<file path="config.mk">
export PLATFORM = sky130hd
export DESIGN_NAME = seven_segment_scan_driver
export DESIGN_NICKNAME = d
export VERILOG_FILES = /design/src/rtl/ssd_pkg.sv /design/src/rtl/seven_segment_scan_driver.sv /design/src/rtl/ssd_decode.sv /design/src/rtl/ssd_core.sv
export SDC_FILE = /design/constraint.sdc
export NUM_CORES = 1
export LEC_CHECK = 0
export ABC_AREA = 0
export BUFFER_PORTS_ARGS = -buffer_cell sky130_fd_sc_hd__buf_2
export CAP_MARGIN = 20
export CORE_MARGIN = 4
export CORE_UTILIZATION = 40
export DETAILED_ROUTE_END_ITERATION = 10
export GPL_TIMING_DRIVEN = 0
export PLACE_DENSITY = 0.61
export SETUP_SLACK_MARGIN = 0.15
export SYNTH_ARGS = -nofsm -noshare
export SYNTH_HDL_FRONTEND = slang
export SYNTH_SLANG_ARGS = --single-unit
</file>
<file path="constraint.sdc">
create_clock -name aclk -period 5.8 [get_ports aclk]
set_input_delay 0.58 -clock aclk [delete_from_list [all_inputs] [get_ports aclk]]
set_output_delay 0.58 -clock aclk [all_outputs]
set_load 0.005 [all_outputs]
</file>
<file path="src/rtl/ssd_pkg.sv">
`timescale 1ns / 1ps

package ssd_pkg;

    // Number of scanned positions and the index of the last one
    localparam int unsigned POS_NUM      = 5;
    localparam logic [2:0]  POS_LAST     = 3'd4;
    localparam logic [2:0]  POS_FIRST    = 3'd0;

    // Reset value of the copy period register
    localparam logic [15:0] PERIOD_RESET = 16'd240;

    // Fixed patterns of the fifth position
    localparam logic [7:0]  SEG_POS4_ON  = 8'hfc;
    localparam logic [7:0]  SEG_BLANK    = 8'hff;
    localparam logic [7:0]  POS4_ON_CODE = 8'h01;

    // Beat kinds carried in tuser
    typedef enum logic {
        OP_TICK  = 1'b0,
        OP_WRITE = 1'b1
    } op_t;

    // Input stage to core
    typedef struct packed {
        logic       valid;
        op_t        op;
        logic [2:0] idx;
        logic [7:0] code;
    } in_beat_t;

    // Font of 29 glyphs, active low; indices beyond the font are blank
    function automatic logic [7:0] glyph_lookup(input logic [4:0] g);
        logic [7:0] seg;
        case (g)
            5'd0:    seg = 8'hc0;
            5'd1:    seg = 8'hf9;
            5'd2:    seg = 8'ha4;
            5'd3:    seg = 8'hb0;
            5'd4:    seg = 8'h99;
            5'd5:    seg = 8'h92;
            5'd6:    seg = 8'h82;
            5'd7:    seg = 8'hf8;
            5'd8:    seg = 8'h80;
            5'd9:    seg = 8'h90;
            5'd10:   seg = 8'hbf;
            5'd11:   seg = 8'hff;
            5'd12:   seg = 8'h86;
            5'd13:   seg = 8'h88;
            5'd14:   seg = 8'hc7;
            5'd15:   seg = 8'ha3;
            5'd16:   seg = 8'h8c;
            5'd17:   seg = 8'h89;
            5'd18:   seg = 8'hc2;
            5'd19:   seg = 8'ha1;
            5'd20:   seg = 8'hc6;
            5'd21:   seg = 8'hc1;
            5'd22:   seg = 8'hab;
            5'd23:   seg = 8'hcf;
            5'd24:   seg = 8'h83;
            5'd25:   seg = 8'h8e;
            5'd26:   seg = 8'hc8;
            5'd27:   seg = 8'h87;
            5'd28:   seg = 8'hcc;
            default: seg = SEG_BLANK;
        endcase
        return seg;
    endfunction

endpackage

</file>
<file path="src/rtl/seven_segment_scan_driver.sv">
`timescale 1ns / 1ps

// Five-position multiplexed seven-segment scan driver.
// Slave channel: s_tuser selects the beat kind (0 = scan tick, 1 = shadow
// write); a write beat loads one code into the shadow buffer and gives no
// result, a tick beat advances the refresh counter and the scan position and
// gives one master beat with active-low segments and position enable.
// Shadow codes reach the display on a tick when the incremented refresh
// counter exceeds the period held in the configuration register
// (cfg_wr_en / cfg_wr_data, write only, reset value 240).
// A tick enters the input register, is processed into the result register
// and is shown on the master side from then on. Throughput is one beat per
// cycle while m_tready holds, set by the input register and the result
// register each moving one beat a cycle.
// Reset (aresetn low, synchronous) clears both code buffers, the scan phase,
// the refresh counter and both stages, and restores the period.
// When the receiver stalls, the result holds; writes still flow, and one
// tick may wait in the input register before s_tready drops.

module seven_segment_scan_driver (
    input  logic        aclk,
    input  logic        aresetn,
    input  logic        cfg_wr_en,
    input  logic [15:0] cfg_wr_data,
    input  logic        s_tvalid,
    output logic        s_tready,
    input  logic [15:0] s_tdata,   // [2:0] digit_index, [10:3] digit_code, rest zero
    input  logic        s_tuser,   // [0] op
    output logic        m_tvalid,
    input  logic        m_tready,
    output logic [15:0] m_tdata    // [7:0] segments_n, [12:8] digit_enable_n,
                                   // [15:13] scan_position
);

    logic              in_valid_reg;
    ssd_pkg::op_t      in_op_reg;
    logic [2:0]        in_idx_reg;
    logic [7:0]        in_code_reg;
    logic              core_ready;
    ssd_pkg::in_beat_t in_beat;

    // Input stage takes a beat when empty or when the core drains it
    assign s_tready = !in_valid_reg || core_ready;

    always_ff @(posedge aclk) begin
        if (!aresetn) begin
            in_valid_reg <= 1'b0;
        end else if (s_tready) begin
            in_valid_reg <= s_tvalid;
        end
    end

    always_ff @(posedge aclk) begin
        if (s_tready && s_tvalid) begin
            in_op_reg   <= ssd_pkg::op_t'(s_tuser);
            in_idx_reg  <= s_tdata[2:0];
            in_code_reg <= s_tdata[10:3];
        end
    end

    assign in_beat.valid = in_valid_reg;
    assign in_beat.op    = in_op_reg;
    assign in_beat.idx   = in_idx_reg;
    assign in_beat.code  = in_code_reg;

    ssd_core u_core (
        .aclk        (aclk),
        .aresetn     (aresetn),
        .cfg_wr_en   (cfg_wr_en),
        .cfg_wr_data (cfg_wr_data),
        .in_beat     (in_beat),
        .in_ready    (core_ready),
        .m_tvalid    (m_tvalid),
        .m_tready    (m_tready),
        .m_tdata     (m_tdata)
    );

endmodule

</file>
<file path="src/rtl/ssd_decode.sv">
`timescale 1ns / 1ps

module ssd_decode (
    input  logic [7:0] code,
    input  logic [2:0] pos,
    output logic [7:0] segments_n
);

    logic [7:0] glyph;

    // Look up the glyph and light the decimal point from code bit 7
    always_comb begin
        glyph = ssd_pkg::glyph_lookup(code[4:0]);
        if (code[7]) begin
            glyph[7] = 1'b0;
        end
    end

    // Fifth position shows a fixed pair of segments or nothing
    always_comb begin
        if (pos == ssd_pkg::POS_LAST) begin
            segments_n = (code == ssd_pkg::POS4_ON_CODE) ? ssd_pkg::SEG_POS4_ON
                                                         : ssd_pkg::SEG_BLANK;
        end else begin
            segments_n = glyph;
        end
    end

endmodule

</file>
<file path="src/rtl/ssd_core.sv">
`timescale 1ns / 1ps

module ssd_core (
    input  logic                 aclk,
    input  logic                 aresetn,
    input  logic                 cfg_wr_en,
    input  logic [15:0]          cfg_wr_data,
    input  ssd_pkg::in_beat_t    in_beat,
    output logic                 in_ready,
    output logic                 m_tvalid,
    input  logic                 m_tready,
    output logic [15:0]          m_tdata
);

    logic [7:0]  shadow_reg [0:ssd_pkg::POS_NUM-1];
    logic [7:0]  shown_reg  [0:ssd_pkg::POS_NUM-1];
    logic [7:0]  shown_next [0:ssd_pkg::POS_NUM-1];
    logic [2:0]  phase_reg;
    logic [2:0]  phase_next;
    logic [15:0] count_reg;
    logic [15:0] count_inc;
    logic [15:0] period_reg;
    logic        copy_now;
    logic        fire;
    logic        fire_tick;
    logic        fire_write;
    logic [7:0]  seg_next;
    logic        out_valid_reg;
    logic [7:0]  seg_reg;
    logic [4:0]  enable_reg;
    logic [2:0]  pos_reg;

    // Writes never wait; ticks wait for room in the result register
    assign in_ready   = (in_beat.op == ssd_pkg::OP_WRITE) || !out_valid_reg || m_tready;
    assign fire       = in_beat.valid && in_ready;
    assign fire_tick  = fire && (in_beat.op == ssd_pkg::OP_TICK);
    assign fire_write = fire && (in_beat.op == ssd_pkg::OP_WRITE);

    // Advance refresh counter and decide on a copy
    assign count_inc = count_reg + 16'd1;
    assign copy_now  = count_inc > period_reg;

    always_comb begin
        for (int i = 0; i < ssd_pkg::POS_NUM; i++) begin
            shown_next[i] = copy_now ? shadow_reg[i] : shown_reg[i];
        end
    end

    // Advance scan phase modulo five
    assign phase_next = (phase_reg == ssd_pkg::POS_LAST) ? ssd_pkg::POS_FIRST
                                                         : phase_reg + 3'd1;

    ssd_decode u_decode (
        .code       (shown_next[phase_next]),
        .pos        (phase_next),
        .segments_n (seg_next)
    );

    // Hold configuration
    always_ff @(posedge aclk) begin
        if (!aresetn) begin
            period_reg <= ssd_pkg::PERIOD_RESET;
        end else if (cfg_wr_en) begin
            period_reg <= cfg_wr_data;
        end
    end

    // Update shadow, shown buffer, counter and phase
    always_ff @(posedge aclk) begin
        if (!aresetn) begin
            for (int i = 0; i < ssd_pkg::POS_NUM; i++) begin
                shadow_reg[i] <= 8'd0;
                shown_reg[i]  <= 8'd0;
            end
            phase_reg <= ssd_pkg::POS_FIRST;
            count_reg <= 16'd0;
        end else begin
            if (fire_write && (in_beat.idx <= ssd_pkg::POS_LAST)) begin
                shadow_reg[in_beat.idx] <= in_beat.code;
            end
            if (fire_tick) begin
                for (int i = 0; i < ssd_pkg::POS_NUM; i++) begin
                    shown_reg[i] <= shown_next[i];
                end
                phase_reg <= phase_next;
                count_reg <= copy_now ? 16'd0 : count_inc;
            end
        end
    end

    // Result register: load on a tick, drop once taken
    always_ff @(posedge aclk) begin
        if (!aresetn) begin
            out_valid_reg <= 1'b0;
        end else if (fire_tick) begin
            out_valid_reg <= 1'b1;
        end else if (m_tready) begin
            out_valid_reg <= 1'b0;
        end
    end

    always_ff @(posedge aclk) begin
        if (fire_tick) begin
            seg_reg    <= seg_next;
            enable_reg <= ~(5'b00001 << phase_next);
            pos_reg    <= phase_next;
        end
    end

    assign m_tvalid = out_valid_reg;
    assign m_tdata  = {pos_reg, enable_reg, seg_reg};

    // A write beat never produces a result
    a_write_silent: assert property (@(posedge aclk) disable iff (!aresetn)
        fire_write && !out_valid_reg |=> !out_valid_reg)
        else $error("write beat produced a result");

    // A tick always shows the phase it moved to
    a_tick_result: assert property (@(posedge aclk) disable iff (!aresetn)
        fire_tick |=> out_valid_reg && (pos_reg == $past(phase_next)))
        else $error("tick result missing or at wrong position");

    // Exactly one enable is active, and it matches the position
    a_enable_onehot: assert property (@(posedge aclk) disable iff (!aresetn)
        out_valid_reg |-> $onehot(~enable_reg) && !enable_reg[pos_reg]
                          && (pos_reg <= ssd_pkg::POS_LAST))
        else $error("enable not one-hot at scan position");

    // An empty result register never blocks a tick
    a_ready_empty: assert property (@(posedge aclk) disable iff (!aresetn)
        !out_valid_reg |-> in_ready)
        else $error("core stalled with empty result register");

endmodule
</file>
==> impl_metrics.py <==
metrics = {
    "yosys": {
        "async_flop_share": 0,
        "synth-main-ff-cell": "edfxtp_1",
        "yosysWarnings": 0,
        "syn_area_per_cell_um2": 11.1,
        "synthCells": 599,
        "ys_ff_latch": 129,
        "synth_area_um2": 6620,
        "yosysSeqAreaShare": 0.529,
        "synth-edff-count": 92,
        "yosysTopAreaCell": "edfxtp_1",
        "synth_cell_type_count": 65,
        "syn-num-nets": 667,
        "synth_top_area_frac": 0.417,
        "synth_area_leaders": "edfxtp_1, dfxtp_1, ha_1",
    },
    "final_layout": {
        "final_nets": 745,
        "regArea_um2": 3500,
        "diodes": 0,
        "fillers": 1464,
        "drive_gt1_frac": 0.181,
        "area_growth_pct": 19.5,
        "multi_input_area_um2": 2920,
    },
    "global_route": {
        "antenna_found_initial": 0,
        "grt_pass1_vias": 4562,
        "grt.overflow.total": 0,
        "grt_max_degree": 22,
        "grt_usage": 0.170,
        "grt_pass1_wl_mm": 24.3,
    },
    "die": {
        "die-width_um": 137,
        "die-area_um2": 18700,
        "rows": 46,
        "core_um2": 16100,
        "io_pins": 56,
        "start_util": 0.412,
        "die_height_um": 137,
    },
    "hold_path": {
        "min_path_type": "in2reg",
        "hp-start": "s_tuser",
        "min_to": "in_op_reg",
        "whs_path_depth": 1,
    },
    "worst_setup_path": {
        "worst_ep_required_time_ns": 5.94,
        "regToRegSetupSlack_ns": 0.49,
        "worst_setup_path_end_kind": "flip-flop",
        "r2r_start": "u_core.count_reg[4]",
        "cp.arrival_ns": 5.45,
        "path_class": "reg2reg",
        "critPathMaxFanout": 10,
        "cp-start-kind": "flip-flop",
        "reg2reg_depth": 23,
        "r2r-end": "u_core.seg_reg[1]",
    },
    "sta": {
        "rsz0062_at_grt": "no",
        "fin_crit_sh": 0.915,
        "finalSetupViolations": 0,
        "max_freq_mhz": 188,
        "period_minus_slack_ns": 5.31,
        "finalWorstSetupSlack_ns": 0.492,
        "hold_viol_final": 0,
        "finClkSkew_ns": 0.00730,
        "maxSlewViolCount": 0,
        "tightest_slew_ns": 0.994,
        "max-slew-margin-rel": 0.336,
        "holdWs_ns": 0.336,
    },
    "placed_design": {
        "hpwlAfterDp_mm": 11.1,
        "portBuffers": 49,
        "pre_cts_slack_ns": -0.343,
        "place.gp.congestion": 0.856,
    },
    "clock_network": {
        "clock-sinks": 129,
        "htreeDepth": 4,
        "clkTransAtPathRegs_ns": 0.06,
        "cts_tree": "done",
        "ctsLongestPathBuffers": 2,
        "cts-root-buf": "clkbuf_16",
        "numCtsBuffers": 17,
        "insertion_delay_ns": 0.42,
    },
    "power": {
        "power_mw": 2.43,
        "p_leak_nw": 3.16,
        "vdd_drop_max_uv": 232,
        "p_per_area_nw_per_um2": 307,
    },
    "drt": {
        "antenna_left": 0,
        "routed_wl_mm": 15.2,
        "routedWlPerCell_um": 16.8,
        "viasPerCell": 5.29,
        "drt-initial-drc-count": 320,
        "drc": 0,
        "dr.pass1.iters": 5,
        "vias": 4783,
    },
    "run": {
        "drv_cap": 0,
    },
    "run_status": {
        "status": "complete, no violations",
    },
}
## per-stage QoR
stage,util,instance area [um2],instances,setup TNS (ns)
floorplan,-,6620,599,0
global placement,0.444,7140,864,-0.920
detailed placement,0.447,7180,867,-1.22
CTS,0.489,7850,900,0
global route,0.493,7910,905,0
finish,0.493,7910,905,0
## critical path: stages, from the launching register on
cell and delay [ns]:
dfxtp_1 0.39, and3_1 0.17, nand3_1 0.17, nor2_4 0.18, and3_1 0.17, clkbuf_2 0.15
nand3_1 0.10, xnor2_1 0.18, ha_1 0.34, nand4_2 0.19, o21ba_2 0.29, o21ai_4 0.21
o31a_1 0.20, buf_6 0.18, buf_6 0.19, mux2_1 0.39, a221oi_4 0.30, nand2_2 0.17
inv_2 0.15, ha_1 0.30, nor3_1 0.20, a21oi_1 0.06, a22oi_1 0.18, o221ai_1 0.15
## cell usage in the layout, fill, tap and decap left out, types with 5 or more instances in the layout
cell	count
a21oi_1	36
a22o_1	12
a22oi_1	5
and2_1	36
and3_1	13
buf_2	52
buf_4	7
bufinv_16	5
clkbuf_1	28
clkbuf_16	17
dfxtp_1	36
edfxtp_1	92
ha_1	30
inv_1	24
mux2i_1	26
nand2_1	76
nand2b_1	8
nand3_1	14
nor2_1	24
nor2b_1	19
o211ai_1	7
o21ai_0	12
xnor2_1	9
xor2_1	6
## cells in the mapped netlist (2+ instances only)
master,number
a211oi_1,2
a21o_1,3
a21oi_1,37
a221oi_1,3
a22o_1,12
a22oi_1,5
and2_1,36
and3_1,13
buf_2,3
clkbuf_1,27
dfxtp_1,37
edfxtp_1,92
ha_1,30
inv_1,25
inv_2,3
mux2_1,4
mux2_2,4
mux2i_1,26
mux4_2,4
nand2_1,77
nand2b_1,8
nand3_1,14
nand4_1,4
nor2_1,25
nor2b_1,19
nor3_1,4
nor3_2,2
nor4_1,4
o2111ai_1,2
o211a_1,2
o211ai_1,7
o21a_1,2
o21ai_0,12
o21ai_1,2
o311ai_0,4
o31a_1,2
or4_1,2
xnor2_1,9
xor2_1,6
## layout make-up
type | count | share of cell area
Sequential cell | 129 | 0.443
Timing Repair Buffer | 59 | 0.0437
Multi-Input combinational cell | 410 | 0.369
Clock buffer | 20 | 0.0552
Clock inverter | 11 | 0.0237
Tap cell | 216 | 0.0342
Inverter | 29 | 0.0138
Buffer | 31 | 0.0172
## report_power, final
part	leakage, nW	switching (mW)	internal [mW]
combinational	1.63	0.140	0.0953
sequential	1.23	0.0223	1.03
clock	0.298	0.380	0.757
## routing by layer
metal / wire [um] / GRT usage
met1: 7000 / 0.234
met3: 884 / 0.0371
met5: 0 / 0
met2: 7100 / 0.266
met4: 205 / 0.0577
## cell families after synthesis
family                     synth area share
AOI/OAI and AO/OA                     0.128
xor gates and xnor gates             0.0198
adders and majority gates            0.0567
buffers and inverters                0.0357
DFF                                   0.529
muxes                                0.0686
and+or+nand+nor                       0.162
## how the worst max path moves through the flow
stage | start | endpoint
6_report | u_core.count_reg[4] | u_core.seg_reg[1]
5_1_grt | u_core.count_reg[4] | u_core.seg_reg[1]
4_1_cts | u_core.count_reg[0] | u_core.seg_reg[1]
3_5_place_dp | u_core.count_reg[0] | u_core.seg_reg[1]
3_3_place_gp | u_core.count_reg[0] | u_core.seg_reg[1]
2_1_floorplan | u_core.count_reg[0] | u_core.seg_reg[1]
## what timing repair did
action	in CTS	in global routing
hold buffers	0	0
buffers inserted	2	5
pin swaps	2	5
setup endpoints to repair	7	7
resized for setup	8	5
No activity file was read; power rests on OpenSTA's default activity.
